`config.mk`:
```
export PLATFORM = sky130hd
export DESIGN_NAME = idea_block_cipher_unit
export DESIGN_NICKNAME = d
export VERILOG_FILES = /design/src/rtl/core/idea_pkg.sv /design/src/rtl/core/idea_block_cipher_unit.sv /design/src/rtl/core/idea_mmul.sv
export SDC_FILE = /design/constraint.sdc
export NUM_CORES = 2
export LEC_CHECK = 0
export ABC_CLOCK_PERIOD_IN_PS = 24400
export BUFFER_PORTS_ARGS = -buffer_cell sky130_fd_sc_hd__buf_2
export CAP_MARGIN = 20
export CORE_AREA = 2 2 521 394
export CTS_CLUSTER_DIAMETER = 80
export DETAILED_ROUTE_END_ITERATION = 16
export DIE_AREA = 0 0 523 396
export PLACE_DENSITY = 0.71
export SLEW_MARGIN = 20
export SYNTH_ARGS = -nofsm -noshare
export SYNTH_HDL_FRONTEND = slang
export SYNTH_SLANG_ARGS = --single-unit
```
`constraint.sdc`:
```
create_clock -name clk_i -period 24.4 [get_ports clk_i]
set_input_delay 4.88 -clock clk_i [delete_from_list [all_inputs] [get_ports clk_i]]
set_output_delay 4.88 -clock clk_i [all_outputs]
set_load 0.01 [all_outputs]
```
`src/rtl/core/idea_pkg.sv`:
```
// Shared constants, types and a helper function for the IDEA cipher core.
package idea_pkg;

  localparam int unsigned IDEA_ROUNDS    = 8;
  localparam int unsigned IDEA_ROW_COUNT = 9;
  localparam int unsigned IDEA_MEM_DEPTH = 2 * IDEA_ROW_COUNT;
  localparam int unsigned IDEA_INV_STEPS = 30;

  localparam logic [1:0] CFG_KEY_HIGH = 2'd0;
  localparam logic [1:0] CFG_KEY_LOW  = 2'd1;

  typedef enum logic [2:0] {
    ST_IDLE,
    ST_KEY_ENC,
    ST_KEY_DEC,
    ST_ROUND,
    ST_FINAL,
    ST_OUT
  } idea_state_e;

  typedef enum logic [1:0] {
    OP_COPY,
    OP_NEG,
    OP_INV
  } idea_op_e;

  // Encryption subkey idx: word idx%8 of the key rotated left by 25*(idx/8)
  function automatic logic [15:0] enc_subkey(input logic [127:0] key, input logic [5:0] idx);
    logic [8:0]   sum;
    logic [6:0]   sh;
    logic [255:0] dbl;
    sum = 9'({idx[5:3], 4'b0}) + 9'({idx[5:3], 3'b0}) + 9'(idx[5:3]) + 9'({idx[2:0], 4'b0});
    sh  = sum[6:0];
    dbl = {key, key} << sh;
    return dbl[255:240];
  endfunction

endpackage

```
`src/rtl/core/idea_block_cipher_unit.sv`:
```
// IDEA cipher core: key schedule sequencer, subkey row memory and round sequencer.
// A block is worked through after acceptance and its result is then presented until taken;
// a new block is taken only once the last result has gone. The one modulo-65537 multiplier,
// used four times per round and twice in the output transform, sets the pace. After a key register write
// the block computes the schedule (52 encryption subkeys at one a cycle, then
// 52 decryption subkeys, each inverse taking 30 multiplies) and takes no request meanwhile.
// Before any key write a request returns zero.
module idea_block_cipher_unit #(
  parameter int unsigned ROUNDS = idea_pkg::IDEA_ROUNDS
) (
  input  logic        clk_i,
  input  logic        rst_ni,
  input  logic        cfg_we_i,
  input  logic [1:0]  cfg_addr_i,
  input  logic [63:0] cfg_data_i,
  input  logic        s_axis_tvalid,
  output logic        s_axis_tready,
  input  logic [63:0] s_axis_tdata,  // [63:0] data_block
  input  logic        s_axis_tuser,  // [0] kind
  output logic        m_axis_tvalid,
  input  logic        m_axis_tready,
  output logic [63:0] m_axis_tdata   // [63:0] result_block
);

  localparam int unsigned AW = $clog2(idea_pkg::IDEA_MEM_DEPTH);
  localparam logic [2:0] LAST_RND = 3'(ROUNDS - 1);
  localparam logic [3:0] FIN_ROW  = 4'(idea_pkg::IDEA_ROW_COUNT - 1);
  localparam logic [4:0] INV_LAST = 5'(idea_pkg::IDEA_INV_STEPS - 1);

  idea_pkg::idea_state_e state_q, state_d;

  logic [127:0] key_q, key_d;
  logic         ready_q, ready_d;
  logic [3:0]   ks_row_q, ks_row_d;
  logic [2:0]   ks_pos_q, ks_pos_d;
  logic [4:0]   inv_cnt_q, inv_cnt_d;
  logic [15:0]  inv_q, inv_d;
  logic [95:0]  row_q, row_d;
  logic [2:0]   rnd_q, rnd_d;
  logic [1:0]   ph_q, ph_d;
  logic         dec_q, dec_d;
  logic [15:0]  x1_q, x1_d, x2_q, x2_d, x3_q, x3_d, x4_q, x4_d, t_q, t_d;
  logic [63:0]  res_q, res_d;

  logic [95:0]  mem_q [idea_pkg::IDEA_MEM_DEPTH];
  logic [95:0]  rd_q;
  logic         rd_en;
  logic [AW-1:0] rd_addr;
  logic         wr_en;
  logic [AW-1:0] wr_addr;
  logic [95:0]  wr_row;

  logic [15:0]  mul_a, mul_b, mul_p;
  logic [5:0]   six_r;
  logic [5:0]   src_idx;
  logic [15:0]  src_key;
  idea_pkg::idea_op_e op;
  logic         swap;
  logic [15:0]  commit_val;
  logic         commit;
  logic         row_end;
  logic [15:0]  s0, s1, s2, s3, s4, s5;
  logic [15:0]  x3n;
  logic [AW-1:0] base;

  idea_mmul u_mmul (
    .a_i(mul_a),
    .b_i(mul_b),
    .p_o(mul_p)
  );

  assign s0 = rd_q[15:0];
  assign s1 = rd_q[31:16];
  assign s2 = rd_q[47:32];
  assign s3 = rd_q[63:48];
  assign s4 = rd_q[79:64];
  assign s5 = rd_q[95:80];

  assign six_r = 6'({ks_row_q, 2'b00}) + 6'({ks_row_q, 1'b0});
  assign swap  = (ks_row_q != 4'd0) && (ks_row_q != FIN_ROW);
  assign src_key = idea_pkg::enc_subkey(key_q, src_idx);
  assign row_end = (ks_pos_q == 3'd5) || ((ks_row_q == FIN_ROW) && (ks_pos_q == 3'd3));
  assign base = dec_q ? AW'(idea_pkg::IDEA_ROW_COUNT) : '0;

  always_comb begin
    src_idx = six_r + 6'(ks_pos_q);
    op      = idea_pkg::OP_COPY;
    if (state_q == idea_pkg::ST_KEY_DEC) begin
      case (ks_pos_q)
        3'd0: begin
          src_idx = 6'd48 - six_r;
          op      = idea_pkg::OP_INV;
        end
        3'd1: begin
          src_idx = swap ? 6'd50 - six_r : 6'd49 - six_r;
          op      = idea_pkg::OP_NEG;
        end
        3'd2: begin
          src_idx = swap ? 6'd49 - six_r : 6'd50 - six_r;
          op      = idea_pkg::OP_NEG;
        end
        3'd3: begin
          src_idx = 6'd51 - six_r;
          op      = idea_pkg::OP_INV;
        end
        3'd4: src_idx = 6'd46 - six_r;
        default: src_idx = 6'd47 - six_r;
      endcase
    end
  end

  always_comb begin
    state_d   = state_q;
    key_d     = key_q;
    ready_d   = ready_q;
    ks_row_d  = ks_row_q;
    ks_pos_d  = ks_pos_q;
    inv_cnt_d = inv_cnt_q;
    inv_d     = inv_q;
    row_d     = row_q;
    rnd_d     = rnd_q;
    ph_d      = ph_q;
    dec_d     = dec_q;
    x1_d      = x1_q;
    x2_d      = x2_q;
    x3_d      = x3_q;
    x4_d      = x4_q;
    t_d       = t_q;
    res_d     = res_q;
    rd_en     = 1'b0;
    rd_addr   = base;
    wr_en     = 1'b0;
    wr_addr   = '0;
    wr_row    = row_q;
    mul_a     = x1_q;
    mul_b     = s0;
    x3n       = '0;
    commit    = 1'b0;
    commit_val = src_key;

    s_axis_tready = (state_q == idea_pkg::ST_IDLE) && !cfg_we_i;
    m_axis_tvalid = (state_q == idea_pkg::ST_OUT);

    case (state_q)
      idea_pkg::ST_IDLE: begin
        if (s_axis_tvalid && s_axis_tready) begin
          dec_d   = s_axis_tuser;
          x1_d    = s_axis_tdata[63:48];
          x2_d    = s_axis_tdata[47:32];
          x3_d    = s_axis_tdata[31:16];
          x4_d    = s_axis_tdata[15:0];
          rnd_d   = '0;
          ph_d    = '0;
          rd_en   = 1'b1;
          rd_addr = s_axis_tuser ? AW'(idea_pkg::IDEA_ROW_COUNT) : '0;
          if (ready_q) begin
            state_d = idea_pkg::ST_ROUND;
          end else begin
            res_d   = '0;
            state_d = idea_pkg::ST_OUT;
          end
        end
      end
      idea_pkg::ST_KEY_ENC: begin
        commit = 1'b1;
      end
      idea_pkg::ST_KEY_DEC: begin
        case (op)
          idea_pkg::OP_NEG: begin
            commit     = 1'b1;
            commit_val = (~src_key) + 16'd1;
          end
          idea_pkg::OP_INV: begin
            mul_a      = (inv_cnt_q == 5'd0) ? src_key : inv_q;
            mul_b      = inv_cnt_q[0] ? src_key : mul_a;
            inv_d      = mul_p;
            commit_val = mul_p;
            if (inv_cnt_q == INV_LAST) begin
              commit    = 1'b1;
              inv_cnt_d = '0;
            end else begin
              inv_cnt_d = inv_cnt_q + 5'd1;
            end
          end
          default: commit = 1'b1;
        endcase
      end
      idea_pkg::ST_ROUND: begin
        ph_d = ph_q + 2'd1;
        case (ph_q)
          2'd0: begin
            mul_a = x1_q;
            mul_b = s0;
            x1_d  = mul_p;
            x2_d  = x2_q + s1;
            x3_d  = x3_q + s2;
          end
          2'd1: begin
            mul_a = x4_q;
            mul_b = s3;
            x4_d  = mul_p;
          end
          2'd2: begin
            mul_a = x3_q ^ x1_q;
            mul_b = s4;
            t_d   = mul_p;
          end
          default: begin
            mul_a = (x2_q ^ x4_q) + t_q;
            mul_b = s5;
            x3n   = t_q + mul_p;
            x1_d  = x1_q ^ mul_p;
            x4_d  = x4_q ^ x3n;
            x2_d  = mul_p ^ x3_q;
            x3_d  = x3n ^ x2_q;
            rd_en = 1'b1;
            if (rnd_q == LAST_RND) begin
              rd_addr = base + AW'(FIN_ROW);
              state_d = idea_pkg::ST_FINAL;
            end else begin
              rd_addr = base + AW'(rnd_q) + AW'(1);
              rnd_d   = rnd_q + 3'd1;
            end
          end
        endcase
      end
      idea_pkg::ST_FINAL: begin
        ph_d = ph_q + 2'd1;
        if (ph_q == 2'd0) begin
          mul_a = x1_q;
          mul_b = s0;
          x1_d  = mul_p;
          x2_d  = x2_q + s2;
          x3_d  = x3_q + s1;
        end else begin
          mul_a   = x4_q;
          mul_b   = s3;
          res_d   = {x1_q, x3_q, x2_q, mul_p};
          state_d = idea_pkg::ST_OUT;
        end
      end
      idea_pkg::ST_OUT: begin
        if (m_axis_tready) begin
          state_d = idea_pkg::ST_IDLE;
        end
      end
      default: state_d = idea_pkg::ST_IDLE;
    endcase

    if (commit) begin
      wr_row = row_q;
      wr_row[{ks_pos_q, 4'b0} +: 16] = commit_val;
      row_d  = wr_row;
      if (row_end) begin
        wr_en    = 1'b1;
        wr_addr  = (state_q == idea_pkg::ST_KEY_DEC) ?
                   AW'(idea_pkg::IDEA_ROW_COUNT) + AW'(ks_row_q) : AW'(ks_row_q);
        ks_pos_d = '0;
        ks_row_d = ks_row_q + 4'd1;
        if (ks_row_q == FIN_ROW) begin
          ks_row_d = '0;
          if (state_q == idea_pkg::ST_KEY_DEC) begin
            state_d = idea_pkg::ST_IDLE;
            ready_d = 1'b1;
          end else begin
            state_d = idea_pkg::ST_KEY_DEC;
          end
        end
      end else begin
        ks_pos_d = ks_pos_q + 3'd1;
      end
    end

    if (cfg_we_i && ((cfg_addr_i == idea_pkg::CFG_KEY_HIGH) ||
                     (cfg_addr_i == idea_pkg::CFG_KEY_LOW))) begin
      if (cfg_addr_i == idea_pkg::CFG_KEY_HIGH) begin
        key_d[127:64] = cfg_data_i;
      end else begin
        key_d[63:0] = cfg_data_i;
      end
      state_d   = idea_pkg::ST_KEY_ENC;
      ks_row_d  = '0;
      ks_pos_d  = '0;
      inv_cnt_d = '0;
    end
  end

  always_ff @(posedge clk_i or negedge rst_ni) begin
    if (!rst_ni) begin
      state_q   <= idea_pkg::ST_IDLE;
      key_q     <= '0;
      ready_q   <= 1'b0;
      ks_row_q  <= '0;
      ks_pos_q  <= '0;
      inv_cnt_q <= '0;
      rnd_q     <= '0;
      ph_q      <= '0;
    end else begin
      state_q   <= state_d;
      key_q     <= key_d;
      ready_q   <= ready_d;
      ks_row_q  <= ks_row_d;
      ks_pos_q  <= ks_pos_d;
      inv_cnt_q <= inv_cnt_d;
      rnd_q     <= rnd_d;
      ph_q      <= ph_d;
    end
  end

  always_ff @(posedge clk_i) begin
    inv_q <= inv_d;
    row_q <= row_d;
    dec_q <= dec_d;
    x1_q  <= x1_d;
    x2_q  <= x2_d;
    x3_q  <= x3_d;
    x4_q  <= x4_d;
    t_q   <= t_d;
    res_q <= res_d;
  end

  // subkey rows: encryption rows first, then decryption rows
  always_ff @(posedge clk_i) begin
    if (wr_en) begin
      mem_q[wr_addr] <= wr_row;
    end
    if (rd_en) begin
      rd_q <= mem_q[rd_addr];
    end
  end

  assign m_axis_tdata = res_q;

  a_no_take_while_busy: assert property (@(posedge clk_i) disable iff (!rst_ni)
    m_axis_tvalid |-> !s_axis_tready)
    else $error("request taken while a result waits");

  a_sched_blocks_input: assert property (@(posedge clk_i) disable iff (!rst_ni)
    (state_q == idea_pkg::ST_KEY_ENC || state_q == idea_pkg::ST_KEY_DEC) |-> !s_axis_tready)
    else $error("request taken during key schedule");

  a_unkeyed_zero: assert property (@(posedge clk_i) disable iff (!rst_ni)
    (s_axis_tvalid && s_axis_tready && !ready_q) |=> (m_axis_tvalid && m_axis_tdata == 64'd0))
    else $error("unkeyed request did not return zero");

  a_inv_count: assert property (@(posedge clk_i) disable iff (!rst_ni)
    inv_cnt_q <= INV_LAST)
    else $error("inverse step count overrun");

endmodule

```
`src/rtl/core/idea_mmul.sv`:
```
// Multiplier modulo 65537 with the zero word standing for 65536.
module idea_mmul (
  input  logic [15:0] a_i,
  input  logic [15:0] b_i,
  output logic [15:0] p_o
);

  logic [31:0] prod;
  logic [15:0] hi;
  logic [15:0] lo;

  always_comb begin
    prod = 32'(a_i) * 32'(b_i);
    hi   = prod[31:16];
    lo   = prod[15:0];
    if (prod == 32'd0) begin
      p_o = 16'd1 - a_i - b_i;
    end else begin
      p_o = lo - hi + ((lo < hi) ? 16'd1 : 16'd0);
    end
  end

endmodule

```
==> results.json <==
{
  "status": "completed",
  "cts_tree": "done",
  "die_w_um": 523,
  "crit_top_cell": "fa_1",
  "synth_seq_cells": 2230,
  "crit_required_ns": 24.92,
  "drive_gt1_share_pct": 10.6,
  "worst_pin_slew_ns": 1.31,
  "relSlewSlack_pct": 12.8,
  "timing.rr.start": "ks_row_q[0]",
  "cts_setup_buffers": 0,
  "final_antenna_net_count": 0,
  "port_buffers": 201,
  "nFillCells": 15804,
  "ctsRootBufferMaster": "clkbuf_16",
  "drt-total-wl_mm": 346,
  "setup_viol": 0,
  "maxSlewViolCount": 0,
  "critPathMaxFanout": 49,
  "power_density_nw_per_um2": 94.0,
  "p_leak_nw": 45.9,
  "synth-seq-area-share_pct": 59.1,
  "viasPerCell": 6.38,
  "overflow": 0,
  "utilization_pct": 60.4,
  "insertion_delay_ns": 0.89,
  "synth_cells": 9491,
  "hold_path.class": "flip-flop to flip-flop",
  "area_growth_pct": 10.1,
  "dr.pass1.iters": 6,
  "critPathMaxStageDelay_ns": 0.87,
  "dp.cells": 11979,
  "fin_ws_ns": 3.25,
  "min_path_cells": 2,
  "min_from": "row_q[0]",
  "dpl.hpwl_mm": 212,
  "synthFlopType": "edfxtp_1",
  "synth_area_leaders": "edfxtp_1, nand2_1, fa_1",
  "synth_top_area_share_pct": 53.9,
  "clock_sinks": 2230,
  "clock_path_buffers": 4,
  "synth-edff-count": 1985,
  "skew_ns": 0.112,
  "drc": 0,
  "r2r_cells": 62,
  "syn_area_per_cell_um2": 11.6,
  "ys_top_cells_by_count": "nand2_1, edfxtp_1, clkbuf_1, nand3_1, a21oi_1",
  "vias": 78914,
  "drtIter0Drc": 11226,
  "worstSetupPathType": "flip-flop to flip-flop",
  "rows": 143,
  "grt_pass1_wl_mm": 505,
  "fin_crit_sh_pct": 86.7,
  "rsz0062_at_grt": "no",
  "hold-worst-slack_ns": 0.483,
  "dieHeight_um": 396,
  "min_to": "row_q[0]",
  "synth_area_um2": 111000,
  "grt_pass1_vias": 74669,
  "dieArea_um2": 207000,
  "gp_congestion": 0.999,
  "final_hold_viol_count": 0,
  "synth.most_common_cell": "nand2_1",
  "core_um2": 202000,
  "hold_buffers": 0,
  "fmax_ghz": 0.0473,
  "fin_crit_ns": 21.15,
  "async_flop_share_pct": 6.68,
  "yosysTopAreaCell": "edfxtp_1",
  "cts_buffers": 215,
  "drt-wirelength-per-cell_um": 28.0,
  "initial_core_util_pct": 54.8,
  "dpl_worst_slack_ns": 3.57,
  "drv_cap": 0,
  "tns_ns": 0,
  "htreeDepth": 4,
  "synth_warnings": 0,
  "antenna_found_initial": 16,
  "ys_types": 97,
  "r2r_slack_ns": 3.25,
  "critPathArrivalTime_ns": 21.67,
  "grt_use_total_pct": 32.9,
  "nets": 10172,
  "crit_path_start_kind": "flip-flop",
  "end_kind": "flip-flop",
  "cts_resized": 0,
  "r2r-end": "mem_q[10][58]",
  "grt_max_degree": 198,
  "clk_pin_slew_ns": 0.06,
  "final_cells": 12378,
  "ir_worst_vdd_uv": 107,
  "cp_slowest_cell": "nor4_1",
  "synth_nets": 10146,
  "startpoint": "ks_row_q[0]",
  "io_pins": 202
}
-- power breakdown --
part	internal (mW)	total, mW	leakage [nW]	switching (mW)
Sequential	4.70	4.79	20.7	0.0974
Clock	1.86	3.31	3.38	1.45
Combinational	0.914	3.33	21.8	2.42
-- routing by layer --
metal  global-route usage, %  wire length (um)  up-vias
met3                    7.34             40100      648
met4                    11.7             13100       14
met2                    48.6            152000     4668
met1                    47.8            140000    39122
met5                       0                88        -
li1                        -                 -    34462
-- final cells by class --
cell class	count	area, um2	share of cell area (%)
multi-input cells	6312	42100	34.6
diodes	4	10.0	0.00822
repair buffers	396	2690	2.21
well taps	2682	3360	2.76
flip-flops and latches	2230	65300	53.6
inverters	362	1360	1.12
clock inverters	97	952	0.782
clock buffers	295	5940	4.88
-- cells by family after synthesis --
group / synth area share, %
DFF: 59.1
buffers and inverters: 3.32
xor gates and xnor gates: 1.86
muxes: 5.31
and+or+nand+nor: 13.4
AOI/OAI and AO/OA: 9.71
adders and majority gates: 7.33
-- how the worst max path moves through the flow --
| stage | to | slack (ns) |
|---|---|---|
| 2_1_floorplan | x3_q[15] | 6.91 |
| 3_3_place_gp | x4_q[15] | 3.63 |
| 3_5_place_dp | x4_q[15] | 3.57 |
| 4_1_cts | x3_q[15] | 3.52 |
| 5_1_grt | x4_q[14] | 1.95 |
| 6_report | mem_q[10][58] | 3.25 |
-- state kept, by name, indices dropped and copies added, names as in the netlist, 64 cells and up --
register and flops:
rd_q 96, mem_q 1728, key_q 128, m_axis_tdata 64
row_q 96
-- metrics by stage --
step                total power [mW]  instance area (um2)
floorplan                       6.61               111000
CTS                             11.3               122000
global route                    11.8               122000
global placement                8.01               115000
detailed placement              8.04               115000
finish                          11.4               122000
-- critical path: cells and delay by family, from the launching register on --
kind / cells / cell delay, ns
flip-flops: 1 / 0.76
XOR/XNOR: 5 / 1.77
multiplexers: 1 / 0.61
AO/OA/AOI/OAI: 21 / 5.51
AND/OR/NAND/NOR: 13 / 3.70
buffers and inverters: 7 / 1.86
adder cells (fa/ha/maj): 15 / 6.52
-- layout by cell type, fill, tap and decap left out, types with 22 or more instances in the layout --
| cell | count |
|---|---|
| nor2b_1 | 34 |
| and3_1 | 222 |
| dfxtp_1 | 96 |
| a221oi_1 | 26 |
| buf_2 | 200 |
| mux2i_1 | 343 |
| buf_4 | 179 |
| nor2_1 | 321 |
| o21ai_2 | 30 |
| inv_1 | 347 |
| clkinv_1 | 31 |
| edfxtp_1 | 1985 |
| clkbuf_1 | 57 |
| xnor2_1 | 123 |
| o211ai_1 | 35 |
| o21ai_0 | 321 |
| xor2_1 | 96 |
| fa_1 | 214 |
| and2_1 | 90 |
| nand3_1 | 433 |
| clkbuf_16 | 218 |
| a21o_1 | 59 |
| mux2_2 | 155 |
| a222oi_1 | 22 |
| nor3_1 | 48 |
| a22oi_1 | 45 |
| ha_1 | 301 |
| a311oi_1 | 293 |
| dfrtp_1 | 149 |
| a21oi_1 | 373 |
| a22o_1 | 34 |
| a31oi_1 | 120 |
| clkinv_2 | 37 |
| nand2_1 | 2108 |
| o21bai_1 | 38 |
| mux4_2 | 28 |
| nand2b_1 | 53 |
Power figures use the tool's default switching activity.
